File: src/bmd_pkg.sv
// ----------------------------------------------------------------------------
// bmd_pkg
// Shared types and constants for the box overlap / min distance block.
// ----------------------------------------------------------------------------
package bmd_pkg;

    // coordinate and result widths
    localparam int DIM_W   = 24;
    localparam int SQ_W    = 2 * DIM_W;
    localparam int DSQ_W   = 52;
    localparam int DIST_W  = 26;

    // longest run before the distance sum clamps
    localparam int MAX_DIMS = 16;

    localparam logic [DIM_W-1:0] GAP_MAX = {DIM_W{1'b1}};
    localparam logic [DSQ_W-1:0] SUM_CAP =
        DSQ_W'(MAX_DIMS) * DSQ_W'(GAP_MAX) * DSQ_W'(GAP_MAX);

    // square root: first trial bit is the highest even power below 2^DSQ_W
    localparam logic [DSQ_W-1:0] ROOT_TOP_BIT = {2'b01, {(DSQ_W-2){1'b0}}};

    // queue between the accumulator and the square root unit
    localparam int Q_DEPTH = 4;
    localparam int Q_PTR_W = $clog2(Q_DEPTH);

    // one finished box pair, waiting for its square root
    typedef struct packed {
        logic             intersects;
        logic             contains;
        logic [DSQ_W-1:0] dist_squared;
    } t_box_sum;

    // queue status seen by the producer and the consumer
    typedef struct packed {
        logic full;
        logic valid;
    } t_q_status;

endpackage

File: src/bmd_in_if.sv
// ----------------------------------------------------------------------------
// bmd_in_if
// Input channel: one dimension of a node box and a query box per word.
// ----------------------------------------------------------------------------
interface bmd_in_if;
    logic                            valid;
    logic                            ready;
    logic signed [bmd_pkg::DIM_W-1:0] node_low;
    logic signed [bmd_pkg::DIM_W-1:0] node_high;
    logic signed [bmd_pkg::DIM_W-1:0] query_low;
    logic signed [bmd_pkg::DIM_W-1:0] query_high;
    logic                            last_dim;

    modport source (
        output valid, node_low, node_high, query_low, query_high, last_dim,
        input  ready
    );
    modport sink (
        input  valid, node_low, node_high, query_low, query_high, last_dim,
        output ready
    );
endinterface

File: src/bmd_out_if.sv
// ----------------------------------------------------------------------------
// bmd_out_if
// Output channel: overlap flags, squared distance and distance per box pair.
// ----------------------------------------------------------------------------
interface bmd_out_if;
    logic                         valid;
    logic                         ready;
    logic                         intersects;
    logic                         contains;
    logic [bmd_pkg::DSQ_W-1:0]    dist_squared;
    logic [bmd_pkg::DIST_W-1:0]   distance;

    modport source (
        output valid, intersects, contains, dist_squared, distance,
        input  ready
    );
    modport sink (
        input  valid, intersects, contains, dist_squared, distance,
        output ready
    );
endinterface

File: src/box_overlap_and_min_distance.sv
// ----------------------------------------------------------------------------
// box_overlap_and_min_distance
// Streams node/query box pairs one dimension per word and returns overlap,
// containment, squared gap distance and its integer square root per pair.
// ----------------------------------------------------------------------------
//   channel  dir  handshake    word
//   i_box    in   valid/ready  node_low, node_high, query_low, query_high,
//                              last_dim
//   o_res    out  valid/ready  intersects, contains, dist_squared, distance
//
// One dimension word is taken per cycle while i_box.ready is high; a pair's
// summary passes stage A and stage B before it is pushed into the queue.
// The square root unit handles one pair at a time (load, 26 root steps,
// output); it sets the sustained rate for short boxes.
// A four-entry queue holds finished pairs; i_box.ready drops only while the
// queue is full and a pair is completing.
// Reset is synchronous, active low; there is no clearing pass.
// ----------------------------------------------------------------------------
module box_overlap_and_min_distance (
    input  logic         i_clk,
    input  logic         i_rst_n,
    bmd_in_if.sink       i_box,
    bmd_out_if.source    o_res
);

    logic                 push, pop;
    bmd_pkg::t_box_sum    push_data, head;
    bmd_pkg::t_q_status   q_stat;

    bmd_front u_front (
        .i_clk       (i_clk),
        .i_rst_n     (i_rst_n),
        .i_box       (i_box),
        .i_q_stat    (q_stat),
        .o_push      (push),
        .o_push_data (push_data)
    );

    bmd_queue u_queue (
        .i_clk       (i_clk),
        .i_rst_n     (i_rst_n),
        .i_push      (push),
        .i_push_data (push_data),
        .i_pop       (pop),
        .o_stat      (q_stat),
        .o_head      (head)
    );

    bmd_back u_back (
        .i_clk    (i_clk),
        .i_rst_n  (i_rst_n),
        .i_q_stat (q_stat),
        .i_head   (head),
        .o_pop    (pop),
        .o_res    (o_res)
    );

endmodule

File: src/bmd_front.sv
// ----------------------------------------------------------------------------
// bmd_front
// Per-dimension compare, gap square and saturating accumulation; pushes one
// summary per box pair into the queue.
// ----------------------------------------------------------------------------
module bmd_front (
    input  logic                  i_clk,
    input  logic                  i_rst_n,
    bmd_in_if.sink                i_box,
    input  bmd_pkg::t_q_status    i_q_stat,
    output logic                  o_push,
    output bmd_pkg::t_box_sum     o_push_data
);

    localparam int DIFF_W = bmd_pkg::DIM_W + 1;

    logic                         en;

    // stage A: compares and gap
    logic                         r_a_v, r_a_last, r_a_ovl, r_a_enc;
    logic [bmd_pkg::DIM_W-1:0]    r_a_gap;
    // stage B: squared gap
    logic                         r_b_v, r_b_last, r_b_ovl, r_b_enc;
    logic [bmd_pkg::SQ_W-1:0]     r_b_sq;
    // running state of the current box pair
    logic                         r_ovl, r_enc;
    logic [bmd_pkg::DSQ_W-1:0]    r_sum;

    logic                         n_a_ovl, n_a_enc;
    logic [bmd_pkg::DIM_W-1:0]    n_a_gap;
    logic signed [DIFF_W-1:0]     d_lo, d_hi;
    logic [bmd_pkg::DSQ_W:0]      sum_wide;
    logic [bmd_pkg::DSQ_W-1:0]    n_sum;
    logic                         n_ovl, n_enc;

    // stall only when a finished pair cannot enter the queue
    assign en          = !(r_b_v && r_b_last && i_q_stat.full);
    assign i_box.ready = en;

    // per-dimension tests
    always_comb begin
        n_a_ovl = (i_box.node_low <= i_box.query_high) &&
                  (i_box.node_high >= i_box.query_low);
        n_a_enc = (i_box.node_low <= i_box.query_low) &&
                  (i_box.node_high >= i_box.query_high);
        d_lo    = DIFF_W'(i_box.query_low) - DIFF_W'(i_box.node_high);
        d_hi    = DIFF_W'(i_box.node_low) - DIFF_W'(i_box.query_high);
        if (i_box.node_high < i_box.query_low) begin
            n_a_gap = d_lo[bmd_pkg::DIM_W-1:0];
        end else if (i_box.query_high < i_box.node_low) begin
            n_a_gap = d_hi[bmd_pkg::DIM_W-1:0];
        end else begin
            n_a_gap = '0;
        end
    end

    // saturating accumulate and flag merge
    always_comb begin
        sum_wide = {1'b0, r_sum} + (bmd_pkg::DSQ_W + 1)'(r_b_sq);
        if (sum_wide > (bmd_pkg::DSQ_W + 1)'(bmd_pkg::SUM_CAP)) begin
            n_sum = bmd_pkg::SUM_CAP;
        end else begin
            n_sum = sum_wide[bmd_pkg::DSQ_W-1:0];
        end
        n_ovl = r_ovl & r_b_ovl;
        n_enc = r_enc & r_b_enc;
    end

    assign o_push                   = en && r_b_v && r_b_last;
    assign o_push_data.intersects   = n_ovl;
    assign o_push_data.contains     = n_enc;
    assign o_push_data.dist_squared = n_sum;

    // pipeline valids and running state
    always_ff @(posedge i_clk) begin
        if (!i_rst_n) begin
            r_a_v <= 1'b0;
            r_b_v <= 1'b0;
            r_ovl <= 1'b1;
            r_enc <= 1'b1;
            r_sum <= '0;
        end else if (en) begin
            r_a_v <= i_box.valid;
            r_b_v <= r_a_v;
            if (r_b_v) begin
                if (r_b_last) begin
                    r_ovl <= 1'b1;
                    r_enc <= 1'b1;
                    r_sum <= '0;
                end else begin
                    r_ovl <= n_ovl;
                    r_enc <= n_enc;
                    r_sum <= n_sum;
                end
            end
        end
    end

    // payload stages
    always_ff @(posedge i_clk) begin
        if (en) begin
            r_a_last <= i_box.last_dim;
            r_a_ovl  <= n_a_ovl;
            r_a_enc  <= n_a_enc;
            r_a_gap  <= n_a_gap;
            r_b_last <= r_a_last;
            r_b_ovl  <= r_a_ovl;
            r_b_enc  <= r_a_enc;
            r_b_sq   <= r_a_gap * r_a_gap;
        end
    end

endmodule

File: src/bmd_queue.sv
// ----------------------------------------------------------------------------
// bmd_queue
// Small FIFO of finished box pair summaries.
// ----------------------------------------------------------------------------
module bmd_queue (
    input  logic                  i_clk,
    input  logic                  i_rst_n,
    input  logic                  i_push,
    input  bmd_pkg::t_box_sum     i_push_data,
    input  logic                  i_pop,
    output bmd_pkg::t_q_status    o_stat,
    output bmd_pkg::t_box_sum     o_head
);

    bmd_pkg::t_box_sum            r_mem [bmd_pkg::Q_DEPTH];
    logic [bmd_pkg::Q_PTR_W-1:0]  r_wr_ptr, r_rd_ptr;
    logic [bmd_pkg::Q_PTR_W:0]    r_count;

    assign o_stat.full  = (r_count == (bmd_pkg::Q_PTR_W + 1)'(bmd_pkg::Q_DEPTH));
    assign o_stat.valid = (r_count != '0);
    assign o_head       = r_mem[r_rd_ptr];

    // pointers and fill count
    always_ff @(posedge i_clk) begin
        if (!i_rst_n) begin
            r_wr_ptr <= '0;
            r_rd_ptr <= '0;
            r_count  <= '0;
        end else begin
            if (i_push) r_wr_ptr <= r_wr_ptr + 1'b1;
            if (i_pop)  r_rd_ptr <= r_rd_ptr + 1'b1;
            case ({i_push, i_pop})
                2'b10:   r_count <= r_count + 1'b1;
                2'b01:   r_count <= r_count - 1'b1;
                default: r_count <= r_count;
            endcase
        end
    end

    // storage
    always_ff @(posedge i_clk) begin
        if (i_push) r_mem[r_wr_ptr] <= i_push_data;
    end

endmodule

File: src/bmd_back.sv
// ----------------------------------------------------------------------------
// bmd_back
// Bit-serial integer square root (two input bits per cycle) and the
// output register.
// ----------------------------------------------------------------------------
module bmd_back (
    input  logic                  i_clk,
    input  logic                  i_rst_n,
    input  bmd_pkg::t_q_status    i_q_stat,
    input  bmd_pkg::t_box_sum     i_head,
    output logic                  o_pop,
    bmd_out_if.source             o_res
);

    typedef enum logic {
        S_IDLE,
        S_RUN
    } t_state;

    t_state                       r_state;
    logic [bmd_pkg::DSQ_W-1:0]    r_rem, r_root, r_bit;
    bmd_pkg::t_box_sum            r_job;
    logic                         r_o_valid;
    logic                         r_o_int, r_o_cont;
    logic [bmd_pkg::DSQ_W-1:0]    r_o_dsq;
    logic [bmd_pkg::DIST_W-1:0]   r_o_dist;

    logic [bmd_pkg::DSQ_W:0]      trial;
    logic                         fits;
    logic                         slot_free;

    // one restoring step of the root recurrence
    assign trial     = {1'b0, r_root} + {1'b0, r_bit};
    assign fits      = {1'b0, r_rem} >= trial;
    assign slot_free = !r_o_valid || o_res.ready;
    assign o_pop     = (r_state == S_IDLE) && i_q_stat.valid;

    assign o_res.valid        = r_o_valid;
    assign o_res.intersects   = r_o_int;
    assign o_res.contains     = r_o_cont;
    assign o_res.dist_squared = r_o_dsq;
    assign o_res.distance     = r_o_dist;

    // sequencer and output register
    always_ff @(posedge i_clk) begin
        if (!i_rst_n) begin
            r_state   <= S_IDLE;
            r_o_valid <= 1'b0;
        end else begin
            if (r_o_valid && o_res.ready) r_o_valid <= 1'b0;
            unique case (r_state)
                S_IDLE: begin
                    if (i_q_stat.valid) begin
                        r_job   <= i_head;
                        r_rem   <= i_head.dist_squared;
                        r_root  <= '0;
                        r_bit   <= bmd_pkg::ROOT_TOP_BIT;
                        r_state <= S_RUN;
                    end
                end
                S_RUN: begin
                    if (r_bit != '0) begin
                        if (fits) begin
                            r_rem  <= r_rem - trial[bmd_pkg::DSQ_W-1:0];
                            r_root <= (r_root >> 1) + r_bit;
                        end else begin
                            r_root <= r_root >> 1;
                        end
                        r_bit <= r_bit >> 2;
                    end else if (slot_free) begin
                        r_o_valid <= 1'b1;
                        r_o_int   <= r_job.intersects;
                        r_o_cont  <= r_job.contains;
                        r_o_dsq   <= r_job.dist_squared;
                        r_o_dist  <= r_root[bmd_pkg::DIST_W-1:0];
                        r_state   <= S_IDLE;
                    end
                end
                default: r_state <= S_IDLE;
            endcase
        end
    end

endmodule

File: src/flat_wrapper.sv
// flat-port wrapper written by rule: the top's interface ports become plain ports
module box_overlap_and_min_distance_flat 
  (i_clk, i_rst_n, i_box_valid, i_box_node_low, i_box_node_high, i_box_query_low, i_box_query_high, i_box_last_dim, i_box_ready, o_res_valid, o_res_intersects, o_res_contains, o_res_dist_squared, o_res_distance, o_res_ready);
  bmd_in_if i_box_i ();
  bmd_out_if o_res_i ();
  input  logic i_clk;
  input  logic i_rst_n;
  input wire logic [$bits(i_box_i.valid)-1:0] i_box_valid;
  input wire logic [$bits(i_box_i.node_low)-1:0] i_box_node_low;
  input wire logic [$bits(i_box_i.node_high)-1:0] i_box_node_high;
  input wire logic [$bits(i_box_i.query_low)-1:0] i_box_query_low;
  input wire logic [$bits(i_box_i.query_high)-1:0] i_box_query_high;
  input wire logic [$bits(i_box_i.last_dim)-1:0] i_box_last_dim;
  output wire logic [$bits(i_box_i.ready)-1:0] i_box_ready;
  output wire logic [$bits(o_res_i.valid)-1:0] o_res_valid;
  output wire logic [$bits(o_res_i.intersects)-1:0] o_res_intersects;
  output wire logic [$bits(o_res_i.contains)-1:0] o_res_contains;
  output wire logic [$bits(o_res_i.dist_squared)-1:0] o_res_dist_squared;
  output wire logic [$bits(o_res_i.distance)-1:0] o_res_distance;
  input wire logic [$bits(o_res_i.ready)-1:0] o_res_ready;
  assign i_box_i.valid = i_box_valid;
  assign i_box_i.node_low = i_box_node_low;
  assign i_box_i.node_high = i_box_node_high;
  assign i_box_i.query_low = i_box_query_low;
  assign i_box_i.query_high = i_box_query_high;
  assign i_box_i.last_dim = i_box_last_dim;
  assign i_box_ready = i_box_i.ready;
  assign o_res_valid = o_res_i.valid;
  assign o_res_intersects = o_res_i.intersects;
  assign o_res_contains = o_res_i.contains;
  assign o_res_dist_squared = o_res_i.dist_squared;
  assign o_res_distance = o_res_i.distance;
  assign o_res_i.ready = o_res_ready;
  box_overlap_and_min_distance u_core (.i_clk(i_clk), .i_rst_n(i_rst_n), .i_box(i_box_i), .o_res(o_res_i));
endmodule
File: config.mk
export PLATFORM = sky130hd
export DESIGN_NAME = box_overlap_and_min_distance_flat
export DESIGN_NICKNAME = d
export VERILOG_FILES = /design/src/bmd_pkg.sv /design/src/bmd_in_if.sv /design/src/bmd_out_if.sv /design/src/box_overlap_and_min_distance.sv /design/src/bmd_front.sv /design/src/bmd_queue.sv /design/src/bmd_back.sv /design/src/flat_wrapper.sv
export SDC_FILE = /design/constraint.sdc
export NUM_CORES = 2
export LEC_CHECK = 0
export BUFFER_PORTS_ARGS = -buffer_cell sky130_fd_sc_hd__buf_4
export CORE_UTILIZATION = 64
export CTS_BUF_LIST = sky130_fd_sc_hd__clkbuf_4 sky130_fd_sc_hd__clkbuf_8 sky130_fd_sc_hd__clkbuf_16
export DETAILED_ROUTE_END_ITERATION = 7
export PLACE_DENSITY = 0.92
export SLEW_MARGIN = 20
export SYNTH_ARGS = -nofsm -noshare
export SYNTH_HDL_FRONTEND = slang
export SYNTH_SLANG_ARGS = --single-unit
File: constraint.sdc
create_clock -name i_clk -period 14.1 [get_ports i_clk]
set_input_delay 2.115 -clock i_clk [delete_from_list [all_inputs] [get_ports i_clk]]
set_output_delay 2.115 -clock i_clk [all_outputs]
set_load 0.02 [all_outputs]
==> out/qor.csv <==
metric,value,unit
layout filler cell count,5103,
Yosys reg bits,624,
outcome,"finished, violations left",
DP Wirelength,93480,microns
ANT cells,0,
H-tree depth,3,
failing checks,design-rule violations,
first-pass GRT wire length,204700,microns
cells on worst reg2reg path,29,
Starting DRT DRC Count,3969,
vias,38310,
final WL,128300,microns
Hold Path Class,reg2reg,
final count of pins violating max slew,0,
Worst-Margin Slew,1103,ps
Max stage delay on crit path,1080,ps
slowest CP cell,edfxtp_1,
WL/cell,20.98,microns
setup violators final,0,
register area share after synthesis,35.18,%
CTS hold repair buffers,0,
Min-Delay Startpoint,u_core.u_back.r_job[48]$_DFFE_PP_,
WP data arrival,9430,ps
CP Max Fanout,25,
Hold Crit Depth,0,
TNS Setup,0,ps
GRT Resource Usage Total,31.60,%
dominant synthesized flop cell,edfxtp_1,
TritonCTS Sinks,624,
clock buffer depth,3,
DRC Markers,1,
Post-synth EDFFs,557,
total grt overflow,0,
Final period util,64.25,%
vias in the first global route,39800,
IO buf count,182,
Root Buffer Master,clkbuf_16,
share of cells above drive strength 1,9.536,%
global route hottest layer,met2,
Mapped Area,0.05135,sq mm
CTS resizes,0,
met3 Use GR,5.520,%
core box area,0.07913,sq mm
Clock Latency Late Sink,640,ps
Clock transition at path regs,70,ps
"Core Util, Final",70.61,%
crit start category,flip-flop,
largest area contributor in the netlist,edfxtp_1,
Max-Cap Viols,0,
Chip Width,285.3,microns
DP Worst Slack,5185,ps
row cnt,103,
GR Util met1,37.96,%
drt first pass iters,8,
DR vias/cell,6.265,
Yosys warning count,0,
GR Util met2,54.81,%
Synth-to-Final Area Change,8.808,%
fraction of registers with async set/reset,0,%
Num CTS Buffers,66,
Placer Congestion,0.9700,
slew margin rel.,26.49,%
die height,285.3,microns
largest net degree at the start of global routing,80,
worst-case hold path end point,u_core.u_back.o_res.dist_squared[48]$_DFFE_PP_,
CP Capture Type,flip-flop,
minimum clock period,9059,ps
skew final,34.81,ps
RSZ-0062 raised after global routing,false,
Die ar.,0.08137,sq mm
Initial Util,64.90,%
R2R Path End,u_core.u_front.r_b_sq[47]$_DFFE_PN_,
Worst EP required,14470,ps
worst path bufs/invs,7,
top post-synthesis cells by area,"edfxtp_1 (33%), fa_1 (17%), ha_1 (10%), inv_1 (5.6%), nand2_1 (3.0%)",
ANT nets after route,0,
post-route setup slack,5041,ps
reg-to-reg setup timing slack,5040,ps
CTS tree,done,
final hold vios,0,
syn avg cell area,10.51,sq um
syn_nets,5850,
initial antenna violation count,0,
Syn Inst Count,4884,
IO Count,183,
# Post-CTS Setup Buffers,0,
Netlist cell types,81,
critical setup path kind,reg2reg,
Yosys top cell area share,32.57,%
Final Net Count,5984,
Crit path max-delay family,adder cells,
Max Clk Rate,0.1104,GHz
RR Startpoint,u_core.u_front.r_a_gap[5]$_DFFE_PN_,
cell usage after synthesis, types with 24 or more instances:
master and instances:
a21oi_1 218, a211oi_1 35, nand2_1 409, mux4_2 54
inv_1 765, nand3_1 85, a31oi_1 55, o21ai_0 177
xnor2_1 161, clkbuf_1 144, nor2_1 237, fa_1 435
xor2_1 128, dfxtp_1 67, o21bai_1 40, o21a_1 29
nor2b_1 52, edfxtp_1 557, nand4_1 93, and2_1 158
nor3b_1 25, nand2b_1 37, ha_1 430, nor3_1 67
a21o_1 106, or2_2 24
worst max path at each step:
stage / startpoint / end / depth (start not counted)
final: u_core.u_front.r_a_gap[5]$_DFFE_PN_ / u_core.u_front.r_b_sq[47]$_DFFE_PN_ / 29
after global routing: u_core.u_front.r_a_gap[4]$_DFFE_PN_ / u_core.u_front.r_b_sq[44]$_DFFE_PN_ / 27
after CTS: u_core.u_front.r_a_gap[5]$_DFFE_PN_ / u_core.u_front.r_b_sq[47]$_DFFE_PN_ / 29
after detailed placement: u_core.u_front.r_a_gap[5]$_DFFE_PN_ / u_core.u_front.r_b_sq[47]$_DFFE_PN_ / 29
after global placement: u_core.u_front.r_a_gap[5]$_DFFE_PN_ / u_core.u_front.r_b_sq[47]$_DFFE_PN_ / 29
after floorplan: i_rst_n / u_core.u_back.r_rem[0]$_DFFE_PP_ / 3
cell usage in the layout (no fill, tap or decap), types with 24 or more instances in the layout:
| master | synthesis | routed |
|---|---|---|
| a21oi_1 | 218 | 217 |
| nand2b_1 | 37 | 37 |
| nor3_1 | 67 | 67 |
| nand3_1 | 85 | 85 |
| nand2_1 | 409 | 409 |
| xor2_1 | 128 | 128 |
| edfxtp_1 | 557 | 557 |
| o21a_1 | 29 | 29 |
| nor2b_1 | 52 | 52 |
| o21ai_0 | 177 | 176 |
| or2_2 | 24 | 24 |
| dfxtp_1 | 67 | 64 |
| nor2_1 | 237 | 235 |
| xnor2_1 | 161 | 161 |
| a31oi_1 | 55 | 55 |
| clkbuf_16 | 0 | 67 |
| a211oi_1 | 35 | 35 |
| nand4_1 | 93 | 93 |
| ha_1 | 430 | 430 |
| nor3b_1 | 25 | 24 |
| a21o_1 | 106 | 106 |
| inv_1 | 765 | 763 |
| fa_1 | 435 | 435 |
| buf_4 | 0 | 223 |
| mux4_2 | 54 | 54 |
| o21bai_1 | 40 | 40 |
| and2_1 | 158 | 153 |
worst register-to-register path, delay by kind of cell (launching register included):
kind                       cells  cell delay, ps
adders and majority gates      8            3870
AOI/OAI and AO/OA             10            2460
DFF                            1            1080
and+or+nand+nor                3             810
buffers and inverters          7             450
xor gates and xnor gates       1             110
registers in the layout, summed over array words and instances (netlist names), 2 cells and up, named ones only:
register / count
u_core.u_queue.r_mem: 216
u_core.u_back.o_res.distance: 26
u_core.u_front.r_a_gap: 24
u_core.u_queue.r_rd_ptr: 2
u_core.u_back.o_res.dist_squared: 52
u_core.u_back.r_root: 52
u_core.u_queue.r_count: 3
u_core.u_back.r_rem: 52
u_core.u_back.r_bit: 26
u_core.u_back.r_job: 54
u_core.u_front.r_sum: 52
u_core.u_queue.r_wr_ptr: 2
u_core.u_front.r_b_sq: 47
metrics by stage:
stage / cell area (sq um) / hold slack, ps / instances
CTS: 55860 / 409.6 / 6115
floorplan: 51350 / 400.3 / 4884
global placement: 53800 / 401.4 / 6000
finish: 55870 / 412.1 / 6115
global route: 55870 / 412.8 / 6115
detailed placement: 53800 / 404.5 / 6000
layer usage:
metal  vias to the layer above  wire (microns)
met1                     18470           46330
li1                      16980               -
met2                      2285           63740
met5                         -               0
met4                         0            7260
met3                       574           10970
final cells by class:
class	instances	area (sq um)	area share [%]
multi-input combinational	3338	29870	53.47
sequential	624	18070	32.35
inverter	765	2872	5.139
clock inverter	31	251.5	0.4501
tap	1050	1314	2.351
timing repair buffer	223	1674	2.996
clock buffer	84	1817	3.251
logic make-up after synthesis:
| family | Yosys count | synth area share [%] |
|---|---|---|
| mux | 84 | 3.009 |
| fa+ha+maj | 865 | 27.44 |
| simple gates | 1268 | 12.14 |
| xor+xnor | 289 | 4.929 |
| compound gates | 832 | 10.53 |
| buf+inv | 922 | 6.769 |
| flops | 624 | 35.18 |
Power is not shown: default switching activity piles up to over one toggle a cycle in this logic, so the estimate is an artifact.
